===== config.mk =====
export PLATFORM = sky130hd
export DESIGN_NAME = windowed_rms_level_meter_unit
export DESIGN_NICKNAME = d
export VERILOG_FILES = /design/src/hdl/wrms_pkg.sv /design/src/hdl/wrms_level_calc.sv /design/src/hdl/windowed_rms_level_meter_unit.sv
export SDC_FILE = /design/constraint.sdc
export NUM_CORES = 2
export LEC_CHECK = 0
export ABC_AREA = 1
export BUFFER_PORTS_ARGS = -buffer_cell sky130_fd_sc_hd__buf_4
export CAP_MARGIN = 20
export CORE_ASPECT_RATIO = 0.8
export CORE_MARGIN = 2
export CORE_UTILIZATION = 50
export CTS_BUF_LIST = sky130_fd_sc_hd__clkbuf_16
export DETAILED_ROUTE_END_ITERATION = 8
export PLACE_DENSITY_LB_ADDON = 0.1
export SETUP_SLACK_MARGIN = 0.2
export SYNTH_ARGS = -nofsm -noshare
export SYNTH_HDL_FRONTEND = slang
export SYNTH_SLANG_ARGS = --single-unit

===== constraint.sdc =====
create_clock -name clk -period 14.6 [get_ports clk]
set_input_delay 2.19 -clock clk [delete_from_list [all_inputs] [get_ports clk]]
set_output_delay 2.19 -clock clk [all_outputs]
set_load 0.02 [all_outputs]

===== src/hdl/wrms_pkg.sv =====
// Widths, constants and shared types of the windowed RMS level meter.
package wrms_pkg;

  localparam int SAMPLE_SHIFT = 8;
  localparam int SAMPLE_W     = 32 - SAMPLE_SHIFT;
  localparam int SQ_W         = 2 * SAMPLE_W;
  localparam int COUNT_W      = 13;
  localparam int SUM_W        = 36;
  localparam int SQSUM_W      = 59;
  localparam int LEVEL_W      = 17;
  localparam int D_W          = 72;
  localparam int ROOT_W       = D_W / 2;
  localparam int REM_W        = ROOT_W + 4;
  localparam int FRAC_DROP    = 23 - 16;
  localparam int DQ_W         = ROOT_W - FRAC_DROP;
  localparam int STEP_W       = 6;

  localparam logic [COUNT_W-1:0] MAX_WINDOW    = COUNT_W'(4096);
  localparam logic [COUNT_W-1:0] WINDOW_RESET  = COUNT_W'(1024);
  localparam logic [LEVEL_W-1:0] LEVEL_MAX     = LEVEL_W'(65536);

  typedef struct packed {
    logic [COUNT_W-1:0] n;
    logic [SQSUM_W-1:0] square_sum;
    logic [SUM_W-1:0]   sum_mag;
  } calc_operands_t;

endpackage


===== src/hdl/wrms_level_calc.sv =====
// Window-end level computation on one shared add/subtract unit.
module wrms_level_calc import wrms_pkg::*; (
  input  logic                clk,
  input  logic                rst,
  input  logic                start,
  input  calc_operands_t      operands,
  output logic                done,
  output logic [LEVEL_W-1:0]  level
);

  typedef enum logic [5:0] {
    C_IDLE = 6'b000001,
    C_NSQ  = 6'b000010,
    C_SSQ  = 6'b000100,
    C_SQRT = 6'b001000,
    C_DIV  = 6'b010000,
    C_DONE = 6'b100000
  } calc_state_t;

  calc_state_t        state;
  calc_operands_t     ops;
  logic [STEP_W-1:0]  step;
  logic [D_W-1:0]     acc;
  logic [D_W-1:0]     mcand;
  logic [SUM_W-1:0]   mplier;
  logic [REM_W-1:0]   rem;
  logic [ROOT_W-1:0]  root;
  logic [ROOT_W-1:0]  root_next;
  logic [DQ_W-1:0]    dq;

  logic [D_W-1:0]     alu_a;
  logic [D_W-1:0]     alu_b;
  logic               alu_sub;
  logic [D_W:0]       alu_sum;
  logic [D_W-1:0]     alu_res;
  logic               alu_ge;
  logic [REM_W-1:0]   rem_sh_sqrt;
  logic [REM_W-1:0]   rem_sh_div;

  assign rem_sh_sqrt = {rem[REM_W-3:0], acc[D_W-1 -: 2]};
  assign rem_sh_div  = {rem[REM_W-2:0], dq[DQ_W-1]};

  // operand selection for the shared unit
  always_comb begin
    alu_a   = acc;
    alu_b   = '0;
    alu_sub = 1'b0;
    unique case (state)
      C_NSQ: begin
        alu_b = mplier[0] ? mcand : '0;
      end
      C_SSQ: begin
        alu_b   = mplier[0] ? mcand : '0;
        alu_sub = 1'b1;
      end
      C_SQRT: begin
        alu_a   = D_W'(rem_sh_sqrt);
        alu_b   = D_W'({root, 2'b01});
        alu_sub = 1'b1;
      end
      C_DIV: begin
        alu_a   = D_W'(rem_sh_div);
        alu_b   = D_W'(ops.n);
        alu_sub = 1'b1;
      end
      C_IDLE, C_DONE: begin
        alu_a = acc;
      end
      default: begin
        alu_a = acc;
      end
    endcase
  end

  // carry out of a subtract is set when a >= b
  assign alu_sum = {1'b0, alu_a} + {1'b0, (alu_sub ? ~alu_b : alu_b)} + (D_W+1)'(alu_sub);
  assign alu_res = alu_sum[D_W-1:0];
  assign alu_ge  = alu_sum[D_W];

  assign root_next = {root[ROOT_W-2:0], alu_ge};

  always_ff @(posedge clk) begin
    if (rst) begin
      state <= C_IDLE;
    end else begin
      unique case (state)
        C_IDLE: begin
          if (start) begin
            ops    <= operands;
            acc    <= '0;
            mcand  <= D_W'(operands.square_sum);
            mplier <= SUM_W'(operands.n);
            step   <= STEP_W'(COUNT_W - 1);
            state  <= C_NSQ;
          end
        end
        // n * sum of squares, shift and add
        C_NSQ: begin
          acc    <= alu_res;
          mcand  <= mcand << 1;
          mplier <= mplier >> 1;
          step   <= step - 1'b1;
          if (step == '0) begin
            mcand  <= D_W'(ops.sum_mag);
            mplier <= ops.sum_mag;
            step   <= STEP_W'(SUM_W - 1);
            state  <= C_SSQ;
          end
        end
        // subtract sum^2; partial results never drop below zero
        C_SSQ: begin
          acc    <= alu_res;
          mcand  <= mcand << 1;
          mplier <= mplier >> 1;
          step   <= step - 1'b1;
          if (step == '0) begin
            rem   <= '0;
            root  <= '0;
            step  <= STEP_W'(ROOT_W - 1);
            state <= C_SQRT;
          end
        end
        // restoring square root, two radicand bits per step
        C_SQRT: begin
          acc  <= acc << 2;
          rem  <= alu_ge ? alu_res[REM_W-1:0] : rem_sh_sqrt;
          root <= root_next;
          step <= step - 1'b1;
          if (step == '0) begin
            rem   <= '0;
            dq    <= root_next[ROOT_W-1 -: DQ_W];
            step  <= STEP_W'(DQ_W - 1);
            state <= C_DIV;
          end
        end
        // restoring divide of root/128 by n; quotient shifts into dq
        C_DIV: begin
          rem  <= alu_ge ? alu_res[REM_W-1:0] : rem_sh_div;
          dq   <= {dq[DQ_W-2:0], alu_ge};
          step <= step - 1'b1;
          if (step == '0) begin
            state <= C_DONE;
          end
        end
        C_DONE: begin
          state <= C_IDLE;
        end
        default: begin
          state <= C_IDLE;
        end
      endcase
    end
  end

  assign done  = (state == C_DONE);
  assign level = (dq > DQ_W'(LEVEL_MAX)) ? LEVEL_MAX : dq[LEVEL_W-1:0];

endmodule


===== src/hdl/windowed_rms_level_meter_unit.sv =====
// Top level of the windowed RMS level meter.
//
//  channel        | handshake                       | payload
//  ---------------+---------------------------------+----------------------
//  sample in      | sample_valid / sample_ready     | sample_word [31:0]
//  level out      | level_valid / level_ready       | level [16:0]
//  window config  | window_length_write             | window_length [12:0]
//
// A sample is accepted, squared (24x24 multiply) and accumulated before the next is accepted.
// The last sample of a window then goes through a launch state, then
// 13 + 36 + 36 + 29 steps of the shared add/subtract unit (n*sumsq, sum^2,
// square root, divide by n), a done state and a load of the output.
// Samples are refused from the launch until the level is loaded; the load waits
// while an earlier level is still unaccepted.
// Synchronous reset clears control state; window length resets to 1024.
module windowed_rms_level_meter_unit import wrms_pkg::*; (
  input  logic                clk,
  input  logic                rst,
  input  logic                sample_valid,
  output logic                sample_ready,
  input  logic [31:0]         sample_word,
  output logic                level_valid,
  input  logic                level_ready,
  output logic [LEVEL_W-1:0]  level,
  input  logic                window_length_write,
  input  logic [COUNT_W-1:0]  window_length
);

  typedef enum logic [5:0] {
    ST_IDLE   = 6'b000001,
    ST_SQUARE = 6'b000010,
    ST_ACCUM  = 6'b000100,
    ST_LAUNCH = 6'b001000,
    ST_CALC   = 6'b010000,
    ST_OUT    = 6'b100000
  } top_state_t;

  top_state_t                 state;
  logic [COUNT_W-1:0]         window_reg;
  logic [COUNT_W-1:0]         eff_window;
  logic [COUNT_W-1:0]         window_fill;
  logic [COUNT_W-1:0]         count_next;
  logic signed [SUM_W-1:0]    running_sum;
  logic [SQSUM_W-1:0]         running_square_sum;
  logic signed [SAMPLE_W-1:0] sample_s;
  logic [SAMPLE_W-1:0]        sample_mag;
  logic [SQ_W-1:0]            square;
  logic signed [SAMPLE_W-1:0] word_s;
  calc_operands_t             calc_ops;
  logic                       calc_start;
  logic                       calc_done;
  logic [LEVEL_W-1:0]         calc_level;
  logic                       out_free;

  always_comb begin
    if (window_reg == '0) begin
      eff_window = COUNT_W'(1);
    end else if (window_reg > MAX_WINDOW) begin
      eff_window = MAX_WINDOW;
    end else begin
      eff_window = window_reg;
    end
  end

  assign word_s     = $signed(sample_word[31:SAMPLE_SHIFT]);
  assign count_next = window_fill + 1'b1;
  assign out_free   = !level_valid || level_ready;
  assign sample_ready = (state == ST_IDLE);
  assign calc_start = (state == ST_LAUNCH);

  assign calc_ops.n          = window_fill;
  assign calc_ops.square_sum = running_square_sum;
  assign calc_ops.sum_mag    = running_sum[SUM_W-1] ? SUM_W'(-running_sum)
                                                    : SUM_W'(running_sum);

  wrms_level_calc u_calc (
    .clk      (clk),
    .rst      (rst),
    .start    (calc_start),
    .operands (calc_ops),
    .done     (calc_done),
    .level    (calc_level)
  );

  always_ff @(posedge clk) begin
    if (rst) begin
      window_reg <= WINDOW_RESET;
    end else if (window_length_write) begin
      window_reg <= window_length;
    end
  end

  always_ff @(posedge clk) begin
    if (rst) begin
      state              <= ST_IDLE;
      window_fill        <= '0;
      running_sum        <= '0;
      running_square_sum <= '0;
    end else begin
      unique case (state)
        ST_IDLE: begin
          if (sample_valid) begin
            sample_s   <= word_s;
            sample_mag <= word_s[SAMPLE_W-1] ? SAMPLE_W'(-word_s) : SAMPLE_W'(word_s);
            state      <= ST_SQUARE;
          end
        end
        ST_SQUARE: begin
          square <= sample_mag * sample_mag;
          state  <= ST_ACCUM;
        end
        ST_ACCUM: begin
          running_sum        <= running_sum + SUM_W'(sample_s);
          running_square_sum <= running_square_sum + SQSUM_W'(square);
          window_fill        <= count_next;
          state              <= (count_next >= eff_window) ? ST_LAUNCH : ST_IDLE;
        end
        // calc latches the operands; accumulators start the next window
        ST_LAUNCH: begin
          window_fill        <= '0;
          running_sum        <= '0;
          running_square_sum <= '0;
          state              <= ST_CALC;
        end
        ST_CALC: begin
          if (calc_done) begin
            state <= ST_OUT;
          end
        end
        ST_OUT: begin
          if (out_free) begin
            state <= ST_IDLE;
          end
        end
        default: begin
          state <= ST_IDLE;
        end
      endcase
    end
  end

  always_ff @(posedge clk) begin
    if (rst) begin
      level_valid <= 1'b0;
    end else if (state == ST_OUT && out_free) begin
      level_valid <= 1'b1;
    end else if (level_ready) begin
      level_valid <= 1'b0;
    end
  end

  always_ff @(posedge clk) begin
    if (state == ST_OUT && out_free) begin
      level <= calc_level;
    end
  end

endmodule


==> flow_metrics.tcl <==
set metrics [dict create \
    min_to "running_square_sum[0]" \
    async_flop_share_pct 0 \
    synth_fp_nets 7571 \
    initial_utilization_pct 50.3 \
    drt_pass1_iterations 8 \
    critical_path_class "flip-flop to flip-flop" \
    required_ps 15010 \
    syn_area_mm2 0.0535 \
    slew_headroom_pct 22.9 \
    cts_setup_buffers 0 \
    grt_pass1_vias 43200 \
    wire_per_inst_um 19.8 \
    chipHeight_um 297 \
    cts_resized 0 \
    clock_path_buffers 3 \
    multi_input_area_mm2 0.0314 \
    syn_inst 6748 \
    grt_pass1_wl_um 252000 \
    io_pins 69 \
    finalNetCount 7552 \
    areaGrowthSynthToFinish_pct 7.66 \
    drt_iter0_drc 4397 \
    path_clk_slew_ps 60 \
    dieArea_mm2 0.110 \
    hold_class "flip-flop to flip-flop" \
    numCtsBuffers 68 \
    insertion_delay_ps 680 \
    tightest_slew_ps 1160 \
    worstRegToRegCells 26 \
    yosysUniqueCellTypes 64 \
    holdPathStages 2 \
    place_ws_ps 7220 \
    gp_congestion 0.977 \
    hold_violations 0 \
    syn_area_per_cell_um2 7.93 \
    fmax_mhz 135 \
    synth_edf_count 450 \
    via_per_inst 5.45 \
    maxCapViolCount 0 \
    cts.sinks 584 \
    final_layout_size_suffix_gt1_share_pct 4.19 \
    grt_max_degree 93 \
    ant_nets 0 \
    portBuffers 60 \
    setup_viol 0 \
    clock-root-buffer "clkbuf_16" \
    rr_endpoint "square[43]" \
    rows 107 \
    reg_top3 "u_calc.acc x72, u_calc.mcand x72, running_square_sum x59" \
    core_area_mm2 0.106 \
    start_kind "flip-flop" \
    drt-total-wl_um 162000 \
    cts_tree "done" \
    setup_tns_ps 0 \
    fill_cells 10300 \
    status "finished, final reports clean" \
    skew_ps 35.0 \
    setup_ws_ps 7170 \
    die_width_um 370 \
    cp.arrival_ps 7840 \
    holdWs_ps 482 \
    slew_violations 0 \
    vias 44700 \
    hpwl_um 128000 \
    seqCellArea_mm2 0.0162 \
    cts_max_level 3 \
    yosys_register_bits 584 \
    rsz0062_at_grt "no" \
    end_kind "flip-flop" \
    worstHoldStart "running_square_sum[0]" \
    yosysWarnings 0 \
    grt_overflow 0 \
    min_period_ps 7430 \
    ctsHoldBuffers 0 \
    drcViolationCount 0 \
    period_share_pct 50.9 \
    antenna_found_initial 4 \
    timing.rr.start "sample_mag[2]" \
    ff2ff_setup_slack_ps 7170 \
    synth_seq_area_share_pct 30.3 \
    track_usage_pct 30.0 \
    ys.flop_type "edfxtp_1" \
    worstPathMaxFanout 24 \
]
cell usage after synthesis, types with 7 or more instances:
| cell type | instances | area share [%] |
|---|---|---|
| o21bai_1 | 35 | 0.49 |
| or2_2 | 11 | 0.13 |
| inv_1 | 1367 | 9.6 |
| xnor2_1 | 66 | 1.1 |
| a211oi_1 | 7 | 0.098 |
| and3_1 | 10 | 0.12 |
| a21oi_1 | 480 | 4.5 |
| buf_1 | 20 | 0.14 |
| o21ai_1 | 35 | 0.33 |
| inv_2 | 9 | 0.063 |
| nor4_1 | 26 | 0.30 |
| o21a_1 | 16 | 0.22 |
| a221oi_1 | 17 | 0.28 |
| o221ai_1 | 51 | 0.83 |
| a31oi_1 | 62 | 0.73 |
| nand3_1 | 165 | 1.5 |
| buf_2 | 12 | 0.11 |
| a21o_1 | 33 | 0.46 |
| edfxtp_1 | 450 | 25 |
| nand4_1 | 29 | 0.34 |
| nor2_1 | 621 | 4.4 |
| clkbuf_1 | 174 | 1.2 |
| o22ai_1 | 19 | 0.22 |
| fa_1 | 426 | 16 |
| ha_1 | 347 | 8.1 |
| a22oi_1 | 20 | 0.28 |
| nand2_2 | 8 | 0.094 |
| o21ai_0 | 491 | 4.6 |
| dfxtp_1 | 134 | 5.0 |
| o211ai_1 | 25 | 0.35 |
| a21boi_0 | 14 | 0.20 |
| xor2_1 | 134 | 2.2 |
| nand2_1 | 1321 | 9.3 |
| nor3_1 | 51 | 0.48 |
logic make-up after synthesis:
kind of cell	Yosys count	share of synthesized area, %
xor gates and xnor gates	201	3.30
adders and majority gates	773	24.1
DFF	584	30.3
and+or+nand+nor	2275	17.2
AOI/OAI and AO/OA	1330	14.0
buffers and inverters	1584	11.2
muxes	1	0.0210
placed cells by master (no fill, tap or decap), types with 6 or more instances in the layout:
cell type  count
clkinv_2       7
o21ai_1       35
dfxtp_1      134
nand2_1     1320
inv_6          7
ha_1         347
o21a_1        16
a21oi_1      479
a21o_1        33
o211ai_1      25
clkinv_1      13
o22ai_1       19
a22oi_1       20
xnor2_1       66
a31oi_1       62
fa_1         426
a211oi_1       7
or2_2         11
nor4_1        26
inv_1       1379
buf_4        118
clkbuf_16     69
a221oi_1      17
nand3_1      165
o21bai_1      35
a21boi_0      14
and3_1        10
inv_2         11
nor3_1        46
o221ai_1      51
nor2_2         6
nor3_2         7
nand3_2        6
xor2_1       134
nor2_1       616
edfxtp_1     450
nand4_1       29
o21ai_0      491
nand2_2        9
worst max-delay path by stage:
stage	end	cells past startpoint	from	slack, ps
2_1_floorplan	u_calc.acc[0]	5	rst	4870
3_3_place_gp	square[43]	26	sample_mag[2]	7180
3_5_place_dp	square[43]	26	sample_mag[2]	7220
4_1_cts	square[43]	26	sample_mag[2]	7180
5_1_grt	square[43]	26	sample_mag[2]	6760
6_report	square[43]	26	sample_mag[2]	7170
layout make-up:
class                   count  area share [%]
multi-input cells        4580            54.5
flip-flops and latches    584            28.1
inverters                1377            8.98
well taps                1417            3.08
clock buffers              69            3.00
repair buffers            118            1.54
clock inverters            53           0.747
diodes                      2         0.00869
layer usage:
metal  global-route usage [%]  share of wire [%]
met3                     9.65                 11
met2                     40.6                 38
met4                     5.94                1.6
met1                     46.2                 49
met5                        0             0.0080
critical path: stages, from the launching register on:
cell      delay, ps
edfxtp_1        320
buf_4           340
nand2_1         180
fa_1            570
inv_1            50
fa_1            520
inv_1            50
fa_1            530
inv_1            50
fa_1            500
inv_1            60
fa_1            530
inv_1            60
fa_1            520
inv_1            50
fa_1            550
inv_1            50
ha_1            360
a21oi_1         160
inv_1            80
a21oi_1         240
o21ai_0         130
a221oi_1        590
o21ai_0         330
nand3_1         140
nand2_1          70
xor2_1          140
through the flow:
| step | area (um2) | utilization, % | instances |
|---|---|---|---|
| floorplan | 53500 | - | 6748 |
| global placement | 55400 | 52.1 | 8076 |
| detailed placement | 55400 | 52.1 | 8076 |
| CTS | 57600 | 54.2 | 8198 |
| global route | 57600 | 54.2 | 8199 |
| finish | 57600 | 54.2 | 8200 |
Power is left out: the tool's default activity adds up to more than one toggle a clock period on the data nets, which glitch-free logic cannot reach.
